<file path="config.mk">
export PLATFORM = sky130hd
export DESIGN_NAME = warnsdorff_knight_tour_stepper
export DESIGN_NICKNAME = d
export VERILOG_FILES = /design/src/design/wkt_pkg.sv /design/src/design/wkt_front.sv /design/src/design/wkt_back.sv /design/src/design/warnsdorff_knight_tour_stepper.sv
export SDC_FILE = /design/constraint.sdc
export NUM_CORES = 1
export LEC_CHECK = 0
export BUFFER_PORTS_ARGS = -buffer_cell sky130_fd_sc_hd__buf_2
export CELL_PAD_IN_SITES_DETAIL_PLACEMENT = 0
export CELL_PAD_IN_SITES_GLOBAL_PLACEMENT = 1
export CORE_AREA = 2 2 224 226
export CTS_BUF_LIST = sky130_fd_sc_hd__clkbuf_8
export DETAILED_ROUTE_END_ITERATION = 6
export DIE_AREA = 0 0 226 228
export PLACE_DENSITY = 0.92
export SYNTH_ARGS = -nofsm -noshare
export SYNTH_HDL_FRONTEND = slang
export SYNTH_HIERARCHICAL = 1
export SYNTH_SLANG_ARGS = --single-unit
</file>
<file path="constraint.sdc">
create_clock -name clk -period 7 [get_ports clk]
set_input_delay 0.7 -clock clk [delete_from_list [all_inputs] [get_ports clk]]
set_output_delay 0.7 -clock clk [all_outputs]
set_load 0.05 [all_outputs]
</file>
<file path="src/design/wkt_pkg.sv">
`default_nettype none
package wkt_pkg;
    localparam int BOARD_SIDE = 8;
    localparam int STORE_SIDE = 8;
    localparam int SQUARES = STORE_SIDE * STORE_SIDE;
    localparam int MOVE_COUNT = 8;
    localparam int FULL_TOUR = BOARD_SIDE * BOARD_SIDE;

    typedef enum logic [1:0] {
        OP_START = 2'd0,
        OP_STEP  = 2'd1,
        OP_READ  = 2'd2,
        OP_NOP   = 2'd3
    } op_t;

    typedef struct packed {
        op_t        operation;
        logic [2:0] row;
        logic [2:0] col;
        logic [2:0] rotation;
    } cmd_t;

    typedef struct packed {
        logic       moved;
        logic [2:0] cur_row;
        logic [2:0] cur_col;
        logic [6:0] move_number;
        logic       tour_complete;
        logic       tour_closed;
        logic [6:0] square_value;
    } res_t;

    typedef enum logic [2:0] {
        ST_IDLE,
        ST_CLEAR,
        ST_CAND,
        ST_ONWARD,
        ST_MOVE,
        ST_READ,
        ST_DONE
    } state_t;

    function automatic logic signed [2:0] step_dr(input logic [2:0] k);
        logic signed [2:0] v;
        case (k)
            3'd0, 3'd1: v = 3'sd1;
            3'd2, 3'd3: v = 3'sd2;
            3'd4, 3'd5: v = -3'sd1;
            default:    v = -3'sd2;
        endcase
        return v;
    endfunction

    function automatic logic signed [2:0] step_dc(input logic [2:0] k);
        logic signed [2:0] v;
        case (k)
            3'd0, 3'd4: v = 3'sd2;
            3'd1, 3'd5: v = -3'sd2;
            3'd2, 3'd6: v = 3'sd1;
            default:    v = -3'sd1;
        endcase
        return v;
    endfunction

    // target of move k from (r,c), with on-board flag in the msb
    function automatic logic [6:0] hop(input logic [2:0] r, input logic [2:0] c,
                                       input logic [2:0] k);
        logic signed [4:0] nr;
        logic signed [4:0] nc;
        logic ok;
        nr = $signed({2'b00, r}) + 5'(step_dr(k));
        nc = $signed({2'b00, c}) + 5'(step_dc(k));
        ok = (nr >= 0) && (nr < BOARD_SIDE) && (nc >= 0) && (nc < BOARD_SIDE);
        return {ok, nr[2:0], nc[2:0]};
    endfunction
endpackage
`default_nettype wire

</file>
<file path="src/design/wkt_front.sv">
`default_nettype none
module wkt_front
    import wkt_pkg::*;
(
    input  wire logic       clk,
    input  wire logic       rst_n,
    input  wire logic       push,
    output logic            full,
    input  wire cmd_t       cmd_in,
    output cmd_t            cmd_out,
    output logic            cmd_valid,
    input  wire logic       cmd_take
);
    // two entry command queue
    cmd_t       q_reg [2];
    logic       wp_reg;
    logic       rp_reg;
    logic [1:0] cnt_reg;
    logic       wr;
    logic       rd;

    assign full = (cnt_reg == 2'd2);
    assign cmd_valid = (cnt_reg != 2'd0);
    assign cmd_out = q_reg[rp_reg];
    assign wr = push && !full;
    assign rd = cmd_take && cmd_valid;

    always_ff @(posedge clk) begin
        if (wr) begin
            q_reg[wp_reg] <= cmd_in;
        end
    end

    always_ff @(posedge clk or negedge rst_n) begin
        if (!rst_n) begin
            wp_reg <= 1'b0;
            rp_reg <= 1'b0;
            cnt_reg <= 2'd0;
        end
        else begin
            if (wr) wp_reg <= ~wp_reg;
            if (rd) rp_reg <= ~rp_reg;
            cnt_reg <= cnt_reg + 2'(wr) - 2'(rd);
        end
    end
endmodule
`default_nettype wire

</file>
<file path="src/design/wkt_back.sv">
`default_nettype none
module wkt_back
    import wkt_pkg::*;
(
    input  wire logic clk,
    input  wire logic rst_n,
    input  wire cmd_t cmd,
    input  wire logic cmd_valid,
    output logic      cmd_take,
    output logic      empty,
    input  wire logic pop,
    output res_t      res
);
    logic [6:0]         board_reg [SQUARES];
    logic [SQUARES-1:0] vld_reg;

    state_t      state_reg, state_next;
    logic [2:0]  kr_reg, kc_reg, or_reg, oc_reg;
    logic [6:0]  visits_reg;
    cmd_t        cur_reg;
    logic [2:0]  t_reg, t_next;
    logic [2:0]  j_reg, j_next;
    logic [3:0]  deg_reg, deg_next;
    logic [3:0]  best_deg_reg, best_deg_next;
    logic [2:0]  best_reg, best_next;
    logic        found_reg, found_next;
    logic        wait_reg, wait_next;
    logic [6:0]  rd_data_reg;
    logic        rd_ok_reg;
    res_t        res_reg;
    logic        full_reg;

    logic [2:0]  k_cur;
    logic [6:0]  cand;
    logic [6:0]  onw;
    logic [6:0]  bt;
    logic [6:0]  addr_sq;
    logic        addr_ok;
    logic        sq_free;
    logic [6:0]  new_vis;
    logic [3:0]  deg_sum;
    logic        res_load;
    logic        adj;
    logic        complete;
    res_t        res_n;

    assign k_cur = cur_reg.rotation + t_reg;
    assign cand = hop(kr_reg, kc_reg, k_cur);
    assign onw = hop(cand[5:3], cand[2:0], j_reg);
    assign bt = hop(kr_reg, kc_reg, best_reg);
    assign new_vis = visits_reg + 7'd1;
    assign sq_free = rd_ok_reg && (rd_data_reg == 7'd0);
    assign deg_sum = deg_reg + 4'(sq_free);

    // board read address per phase
    always_comb
    begin
        addr_ok = 1'b0;
        addr_sq = 7'd0;
        case (state_reg)
            ST_CAND:
            begin
                addr_ok = cand[6];
                addr_sq = cand;
            end
            ST_ONWARD:
            begin
                addr_ok = onw[6];
                addr_sq = onw;
            end
            default:
            begin
                addr_ok = (cur_reg.row < BOARD_SIDE) && (cur_reg.col < BOARD_SIDE);
                addr_sq = {1'b0, cur_reg.row, cur_reg.col};
            end
        endcase
    end

    // board store: one registered read and at most one write per cycle
    always_ff @(posedge clk)
    begin
        rd_data_reg <= vld_reg[addr_sq[5:0]] ? board_reg[addr_sq[5:0]] : 7'd0;
        rd_ok_reg <= addr_ok;
        if (state_reg == ST_CLEAR)
            board_reg[{cur_reg.row, cur_reg.col}] <= 7'd1;
        else if (state_reg == ST_MOVE && found_reg)
            board_reg[bt[5:0]] <= new_vis;
    end

    // written marks, so unwritten squares read as zero
    always_ff @(posedge clk or negedge rst_n)
    begin
        if (!rst_n)
            vld_reg <= '0;
        else if (state_reg == ST_CLEAR)
            vld_reg <= {{(SQUARES-1){1'b0}}, 1'b1} << {cur_reg.row, cur_reg.col};
        else if (state_reg == ST_MOVE && found_reg)
            vld_reg[bt[5:0]] <= 1'b1;
    end

    // sequencer: each board read has an issue step, flagged by wait_reg, and a use step
    always_comb
    begin
        state_next = state_reg;
        t_next = t_reg;
        j_next = j_reg;
        deg_next = deg_reg;
        best_deg_next = best_deg_reg;
        best_next = best_reg;
        found_next = found_reg;
        wait_next = wait_reg;
        cmd_take = 1'b0;
        res_load = 1'b0;
        case (state_reg)
            ST_IDLE:
            begin
                if (cmd_valid)
                begin
                    cmd_take = 1'b1;
                    found_next = 1'b0;
                    case (cmd.operation)
                        OP_START:
                            state_next = (cmd.row < BOARD_SIDE && cmd.col < BOARD_SIDE) ?
                                         ST_CLEAR : ST_DONE;
                        OP_STEP:
                        begin
                            if (visits_reg != 7'd0)
                            begin
                                state_next = ST_CAND;
                                t_next = 3'd0;
                                wait_next = 1'b1;
                                best_deg_next = 4'(MOVE_COUNT + 1);
                                best_next = 3'd0;
                            end
                            else
                                state_next = ST_DONE;
                        end
                        OP_READ: state_next = ST_READ;
                        default: state_next = ST_DONE;
                    endcase
                end
            end
            ST_CLEAR: state_next = ST_DONE;
            ST_READ: state_next = ST_DONE;
            ST_CAND:
            begin
                if (wait_reg)
                    wait_next = 1'b0;
                else if (sq_free)
                begin
                    state_next = ST_ONWARD;
                    j_next = 3'd0;
                    deg_next = 4'd0;
                    wait_next = 1'b1;
                end
                else if (t_reg == 3'd7)
                    state_next = ST_MOVE;
                else
                begin
                    t_next = t_reg + 3'd1;
                    wait_next = 1'b1;
                end
            end
            ST_ONWARD:
            begin
                if (wait_reg)
                    wait_next = 1'b0;
                else
                begin
                    deg_next = deg_sum;
                    wait_next = 1'b1;
                    if (j_reg == 3'd7)
                    begin
                        // strict compare keeps the first candidate on a tie
                        if (deg_sum < best_deg_reg)
                        begin
                            best_deg_next = deg_sum;
                            best_next = k_cur;
                            found_next = 1'b1;
                        end
                        if (t_reg == 3'd7)
                            state_next = ST_MOVE;
                        else
                        begin
                            state_next = ST_CAND;
                            t_next = t_reg + 3'd1;
                        end
                    end
                    else
                        j_next = j_reg + 3'd1;
                end
            end
            ST_MOVE: state_next = ST_DONE;
            ST_DONE:
            begin
                if (!full_reg || pop)
                begin
                    res_load = 1'b1;
                    state_next = ST_IDLE;
                end
            end
            default: state_next = ST_IDLE;
        endcase
    end

    always_ff @(posedge clk or negedge rst_n)
    begin
        if (!rst_n)
            state_reg <= ST_IDLE;
        else
            state_reg <= state_next;
    end

    always_ff @(posedge clk or negedge rst_n)
    begin
        if (!rst_n)
        begin
            kr_reg <= '0;
            kc_reg <= '0;
            or_reg <= '0;
            oc_reg <= '0;
            visits_reg <= '0;
            t_reg <= '0;
            j_reg <= '0;
            deg_reg <= '0;
            best_deg_reg <= '0;
            best_reg <= '0;
            found_reg <= 1'b0;
            wait_reg <= 1'b0;
            full_reg <= 1'b0;
            cur_reg <= '0;
            res_reg <= '0;
        end
        else
        begin
            t_reg <= t_next;
            j_reg <= j_next;
            deg_reg <= deg_next;
            best_deg_reg <= best_deg_next;
            best_reg <= best_next;
            found_reg <= found_next;
            wait_reg <= wait_next;
            if (cmd_take)
                cur_reg <= cmd;
            if (state_reg == ST_CLEAR)
            begin
                kr_reg <= cur_reg.row;
                kc_reg <= cur_reg.col;
                or_reg <= cur_reg.row;
                oc_reg <= cur_reg.col;
                visits_reg <= 7'd1;
            end
            else if (state_reg == ST_MOVE && found_reg)
            begin
                kr_reg <= bt[5:3];
                kc_reg <= bt[2:0];
                visits_reg <= new_vis;
            end
            if (res_load)
            begin
                res_reg <= res_n;
                full_reg <= 1'b1;
            end
            else if (pop && full_reg)
                full_reg <= 1'b0;
        end
    end

    // status word from the state after the item
    always_comb
    begin
        logic [6:0] h;
        adj = 1'b0;
        for (int k = 0; k < MOVE_COUNT; k++)
        begin
            h = hop(kr_reg, kc_reg, 3'(k));
            if (h[6] && h[5:3] == or_reg && h[2:0] == oc_reg)
                adj = 1'b1;
        end
        complete = (visits_reg == 7'(FULL_TOUR));
        res_n.moved = found_reg;
        res_n.cur_row = kr_reg;
        res_n.cur_col = kc_reg;
        res_n.move_number = visits_reg;
        res_n.tour_complete = complete;
        res_n.tour_closed = complete && adj;
        res_n.square_value = (cur_reg.operation == OP_READ && rd_ok_reg) ?
                             rd_data_reg : 7'd0;
    end

    assign empty = !full_reg;
    assign res = res_reg;
endmodule
`default_nettype wire

</file>
<file path="src/design/warnsdorff_knight_tour_stepper.sv">
// states from acceptance to the result word: nop, off-board start and step before any start
// go straight to ST_DONE; start passes ST_CLEAR and read passes ST_READ on the way;
// step reads all eight candidates and, for each unvisited one, its eight onward squares
// the back end handles one word at a time; its board reads, one at a time, set the step time
// a two-word command queue in front and a one-word result register let each side stall
// reset (rst_n low, asynchronous) empties both queues, clears knight state and board valid bits
`default_nettype none
module warnsdorff_knight_tour_stepper
    import wkt_pkg::*;
(
    input  wire logic       clk,
    input  wire logic       rst_n,
    input  wire logic       push,
    output logic            full,
    input  wire logic [1:0] operation,
    input  wire logic [2:0] row,
    input  wire logic [2:0] col,
    input  wire logic [2:0] rotation,
    output logic            empty,
    input  wire logic       pop,
    output logic            moved,
    output logic [2:0]      cur_row,
    output logic [2:0]      cur_col,
    output logic [6:0]      move_number,
    output logic            tour_complete,
    output logic            tour_closed,
    output logic [6:0]      square_value
);
    cmd_t cmd_in;
    cmd_t cmd_q;
    logic cmd_valid;
    logic cmd_take;
    res_t res;

    // pack the incoming word
    assign cmd_in.operation = op_t'(operation);
    assign cmd_in.row = row;
    assign cmd_in.col = col;
    assign cmd_in.rotation = rotation;

    wkt_front u_front (
        .clk(clk), .rst_n(rst_n), .push(push), .full(full), .cmd_in(cmd_in),
        .cmd_out(cmd_q), .cmd_valid(cmd_valid), .cmd_take(cmd_take)
    );

    // back end walks candidates and onward squares one board read at a time
    wkt_back u_back (
        .clk(clk), .rst_n(rst_n), .cmd(cmd_q), .cmd_valid(cmd_valid),
        .cmd_take(cmd_take), .empty(empty), .pop(pop), .res(res)
    );

    assign moved = res.moved;
    assign cur_row = res.cur_row;
    assign cur_col = res.cur_col;
    assign move_number = res.move_number;
    assign tour_complete = res.tour_complete;
    assign tour_closed = res.tour_closed;
    assign square_value = res.square_value;
endmodule
`default_nettype wire

</file>
* Yosys cells after proc, flatten, opt, wreduce, memory -nomap -nowiden
Memory sizes are Yosys's and may differ from the RTL's. A register that Yosys moved wholly into a read port is not among the register bits.
Index checks and enable logic that the tools add are counted.
** Cells by class
- $add $sub $neg :: 21
- Shift operators :: 1
- Div/mod/pow operators :: 0
- $lt $le $gt $ge :: 28
- Multiply operators :: 0
- Bitwise logic cells :: 3
- Equality and inequality tests :: 51
- Reductions and logical operators :: 94
- Multiplexer cells :: 98
** Operators with widths (count)
- $mux W64 :: 2
- $mux W3 :: 28
- $pmux W3 S3 :: 8
- $or A64 B64 Y64 :: 1
- $shl A1 B6 Y64 const A :: 1
- $ge A5 B1 Y1 const B :: 12
- $lt A5 B5 Y1 const B :: 12
- $logic_and A1 B1 Y1 :: 50
- $eq A3 B3 Y1 const B :: 14
- $mux W4 :: 9
- $reduce_or A2 Y1 :: 18
- $mux W1 :: 35
- $mux W7 :: 4
- $eq A3 B2 Y1 const B :: 8
- $eq A3 B3 Y1 :: 8
- $add A4 B3 Y5 :: 4
- $pmux W4 S2 :: 2
- $pmux W3 S5 :: 1
- $lt A6 B7 Y1 const B :: 2
- $eq A3 B1 Y1 const B :: 4
- $logic_not A3 Y1 :: 4
- $ne A2 B2 Y1 const B :: 6
- $pmux W3 S2 :: 2
- $pmux W6 S2 :: 1
- other kinds (37) :: 60
** Storage, ports and cells
- Input port bits :: 15
- RAM bits :: 470
- Word-level logic and storage cells :: 328
- Bits in registers :: 145
- Output and inout port bits :: 25
- Latch bits :: 0
- Memories :: 2
- Bits in read-only memories :: 0
** Memory list
- u_back.board_reg :: words 64, width 7, rd ports 1, clocked after Yosys merged registers in 1, wr ports 1, line wkt_back.sv:14 : logic [6:0] board_reg [SQUARES];
- u_front.q_reg :: words 2, width 11, rd ports 1, clocked after Yosys merged registers in 0, wr ports 1, line wkt_front.sv:15 : cmd_t q_reg [2];

* Depth between registers and ports, before layout
- Word-level depth :: 16
- Mapped depth :: 21
- Mapped depth without buffers :: 18

* By module
The synthesis kept the hierarchy.
** Modules (own cells, without submodules)
- wkt_back :: instances 1, area each 26604.3 sq um, cells an instance 2453
- wkt_front :: instances 1, area each 997.2 sq um, cells an instance 52

* Worst setup path after synthesis
Ideal clock, no wire load.
- Path type :: reg-to-reg
- Start point :: register u_back.t_reg[0]
- End point :: register u_back.rd_data_reg[3] (read register of u_back.board_reg)
- Cell stages (with the launch flop) :: 21
- Period minus slack after synthesis :: 4.266 ns
- Setup slack :: 2.734 ns
- Data arrival time :: 4.134 ns
- Buffers on the path :: 4
- Path through :: dfrtp_1 > ha_1 > inv_1 > fa_1 > or2_2 > inv_1 > fa_1 > inv_1 > fa_1 > nand2b_1 > o211ai_1 > and2_1 > buf_2 > buf_2 > clkbuf_1 > clkbuf_1 > nand3_1 > nand3_1 > nand4_1 > a22oi_1 > a22oi_1
** Between the ends
- Cells in the longest elaborated chain, start to end :: 10
- Elaborated cells on any way between the ends :: 24
** RTL lines
- start: declaration :: line wkt_back.sv:21 : logic [2:0] t_reg, t_next;
- start signal: assignment :: line wkt_back.sv:236 : t_reg <= t_next;
- $add A3 B3 Y3 * :: line wkt_back.sv:47 : assign k_cur = cur_reg.rotation + t_reg;
- $eq A3 B2 Y1 (tied with other cells) :: line wkt_pkg.sv:45, wkt_pkg.sv:56
- $reduce_or A2 Y1 (on tied branches) :: line wkt_pkg.sv:56, wkt_pkg.sv:45
- $pmux W3 S3 (on tied branches) :: line wkt_pkg.sv:56, wkt_pkg.sv:45
- $add A4 B3 Y5 (on tied branches) (2 in series) :: line wkt_pkg.sv:72, wkt_pkg.sv:71
- $pmux W6 S2 * :: line wkt_back.sv:60 : case (state_reg)
- $bmux W1 S6 :: line wkt_back.sv:82 : rd_data_reg <= vld_reg[addr_sq[5:0]] ? board_reg[addr_sq[5:0]] : 7'd0;
- $mux W1 (not written as such) :: line wkt_back.sv:82
- $logic_not A1 Y1 (no source line)
- end: declaration :: line wkt_back.sv:28 : logic [6:0] rd_data_reg;
Every way passes the cells marked *; elsewhere a longest branch is shown, timed or not. The select of a mux whose other input is x is not followed.
A chain may end at the register's enable or synchronous reset.

* Final worst setup path
- Start point :: register u_back.t_reg[0]
- End point :: register u_back.rd_data_reg[4] (read register of u_back.board_reg)
The elaborated chain is that of the path after synthesis.

==> metrics.txt <==
Reg clk slew, reported paths=0.06 ns; CP Max Fanout=18; main combinational cell family by area after synthesis=simple AND/OR/NAND/NOR gates; Placed Instances=3100; f_max=179 MHz; first drt pass iteration count=6; Core Area=49300 µm²; power per cell area=500 nW/µm²; DRC viols=0; Post-Route WL=72600 µm; GRT Overall Usage=28.6%; die area=51500 µm²; CP required=7.59 ns; Root Buffer=clkbuf_8; clock power share=20.3%; Initial Util=55.9%; syn_area_per_cell=11.0 µm²; CTS Sinks=622; hold crit path type=primary input to async pin; Setup Buffers After CTS=0; Die X-Extent=226 µm; max FFs per register=448; Adder-Cell Fraction of Synth Area=2.64%; placed wire-length estimate=45000 µm; initial antenna violation count=0; fraction of registers with async set or reset after synthesis=23.2%; Internal=8.00 mW; post-synthesis cell count=2505; share of post-route cells with drive strength above 1=10.1%; Yosys top cell area share=51.1%; worst-margin pin slew=1.39 ns; TritonCTS clock tree=built; vias=20207; max-cap violations=0; Yosys cell types=64; XOR/XNOR Fraction of Synth Area=1.21%; largest net degree at the start of global routing=215; number of hold buffers added after cts=0; post-route cell area=30300 µm²; CTS H-tree depth=3; nets=2598; row count=82; relative max-transition margin=7.03%; Worst setup SP type=register; GRT overflow=0; Compound-Gate Fraction of Synth Area=6.40%; # fillers=3909; Max Buffers Root-to-Sink=3; Synth Cell Area=27600 µm²; Layout area overhead=9.94%; Switching Power=7.19 mW; fin. max-slew vios=0; PortBufs=39; Placement Cell Area=28300 µm²; vias per cell=6.15; Final Util=61.5%; RSZ-0062 raised after global routing=false; initial drt markers=2777; die height=228 µm; Seq/Total Area, Yosys=64.8%; Post-CTS Resized=0; Max VDD drop=0.743 mV; vias in the first global route=19533; Main synth FF type=edfxtp_1; first-pass GRT wire length=113000 µm; Clock Skew=0.0233 ns; worst setup path category=register to register; wire per inst=22.1 µm; Final Cycle Share=79.7%; final hold viol count=0; Synth Area in Simple Gates=19.9%; switch share=47.3%; Synth Net Count=2574; Yosys top cell by area=edfxtp_1; Finished Layout Cells=3286; P_leak=12.0 nW; status=completed; CTS buffer count=99; Total Power=15.2 mW; Post-synth EDFFs=470; cell with the most instances after synthesis=nand2_1; Syn. warnings=6; setup TNS=0 ns; synth cell count leaders=nand2_1 (612), edfxtp_1 (470), nand3_1 (393); latest clock arrival within the worst-skew pair=0.69 ns; io pins=40; gpl congestion=0.964; Inserted Diodes=0; Synth area leaders=edfxtp_1 (51%), dfrtp_1 (13%), nand2_1 (8.3%); min Tclk post-route=5.58 ns; Arr. time, crit path=6.17 ns; Worst setup EP type=register; endpoints failing setup=0; Logic pwr share=49.9%; Reg power frac=29.7%; mux contribution to synthesized area=2.10%; Yosys reg bits=622; Antenna Violating Nets Remaining=0
==> layer usage <==
layer	track usage, %	share of wire (%)	vias up
met5	0	0	-
met4	11.5	3.3	0
met3	6.31	10	138
met2	42.7	46	1133
met1	41.0	41	9939
li1	-	-	8997
==> cells by family after synthesis <==
| family | count (synthesis) |
|---|---|
| simple gates | 1250 |
| flops | 622 |
| compound gates | 296 |
| buf+inv | 195 |
| fa+ha+maj | 54 |
| mux | 50 |
| xor+xnor | 38 |
==> cells in the final DEF, fill, tap and decap left out, types with 5 or more instances in the layout <==
cell type,netlist,layout
nor2b_1,9,9
dfrtp_1,144,144
buf_2,62,38
nor3_1,16,15
a22oi_1,23,23
bufinv_16,0,5
or2_2,7,7
nor2_4,0,5
clkinv_2,0,11
nand4_1,33,33
nor2_1,127,120
mux2i_1,16,16
nand2_1,612,610
edfxtp_1,470,470
a22o_1,7,7
a21oi_1,107,107
or3_1,11,11
nand3_1,393,392
mux2_2,30,29
inv_1,48,84
clkinv_1,0,14
a31oi_1,10,10
a21o_1,13,13
xor2_1,15,15
o21ai_0,67,67
clkbuf_8,0,115
xnor2_1,23,23
ha_1,47,47
dfxtp_1,8,8
o22ai_1,36,36
and3_1,7,7
fa_1,7,7
buf_4,3,30
nand2b_1,12,12
==> critical path: stages, from the launching register on <==
cell	delay [ns]
dfrtp_1	0.41
ha_1	0.19
inv_1	0.06
fa_1	0.49
inv_1	0.11
ha_1	0.17
inv_1	0.05
fa_1	0.42
xnor2_1	0.33
inv_1	0.09
ha_1	0.33
xnor2_1	0.14
nor2_1	0.08
a211oi_1	0.56
and2_1	0.87
o211ai_1	0.20
and4_1	0.25
a311o_1	0.47
a22oi_1	0.24
==> final timing paths <==
kind | startpoint | end | slack (ns) | depth (start not counted)
setup / recovery | u_back/t_reg[0]$_DFFE_PN0P_ | u_back/rd_data_reg[4]$_SDFF_PN0_ | 1.42 | 18
hold / removal | rst_n | u_front/wp_reg$_DFFE_PN0P_ | 0.02 | 1
setup reg to reg | u_back/t_reg[0]$_DFFE_PN0P_ | u_back/rd_data_reg[4]$_SDFF_PN0_ | 1.42 | 18
hold reg to reg | u_back/res[2]$_DFFE_PN0P_ | u_back/res[2]$_DFFE_PN0P_ | 0.47 | 2
max in group asynchronous | rst_n | u_back/vld_reg[40]$_DFFE_PN0P_ | 5.58 | 2
min in group clk | operation[0] | u_front/q_reg[1][9]$_DFFE_PP_ | 0.22 | 1
==> metrics by stage <==
stage                     hold slack, ns  worst slack [ns]
after floorplan                    0.404              2.73
after global placement             0.459              1.66
after detailed placement           0.463              1.59
after CTS                         0.0190              1.55
after global routing              0.0699              1.19
final                             0.0185              1.42
==> power by group through the flow <==
stage,Combinational [mW],Sequential [mW],Clock (mW)
final,7.58,4.52,3.09
after global routing,8.16,4.54,3.30
after CTS,7.40,4.50,3.14
after detailed placement,7.36,4.58,0
after global placement,7.20,4.56,0
after floorplan,5.13,4.52,0
==> cell type report <==
cell class | count | area, µm² | area share [%]
clock inverter | 71 | 435 | 1.43
inverter | 48 | 180 | 0.594
clock buffer | 115 | 1580 | 5.22
sequential | 622 | 17900 | 58.9
timing repair buffer | 70 | 447 | 1.47
tap | 672 | 841 | 2.77
multi-input combinational | 1688 | 8980 | 29.6
No activity file was read; power rests on OpenSTA's default activity.
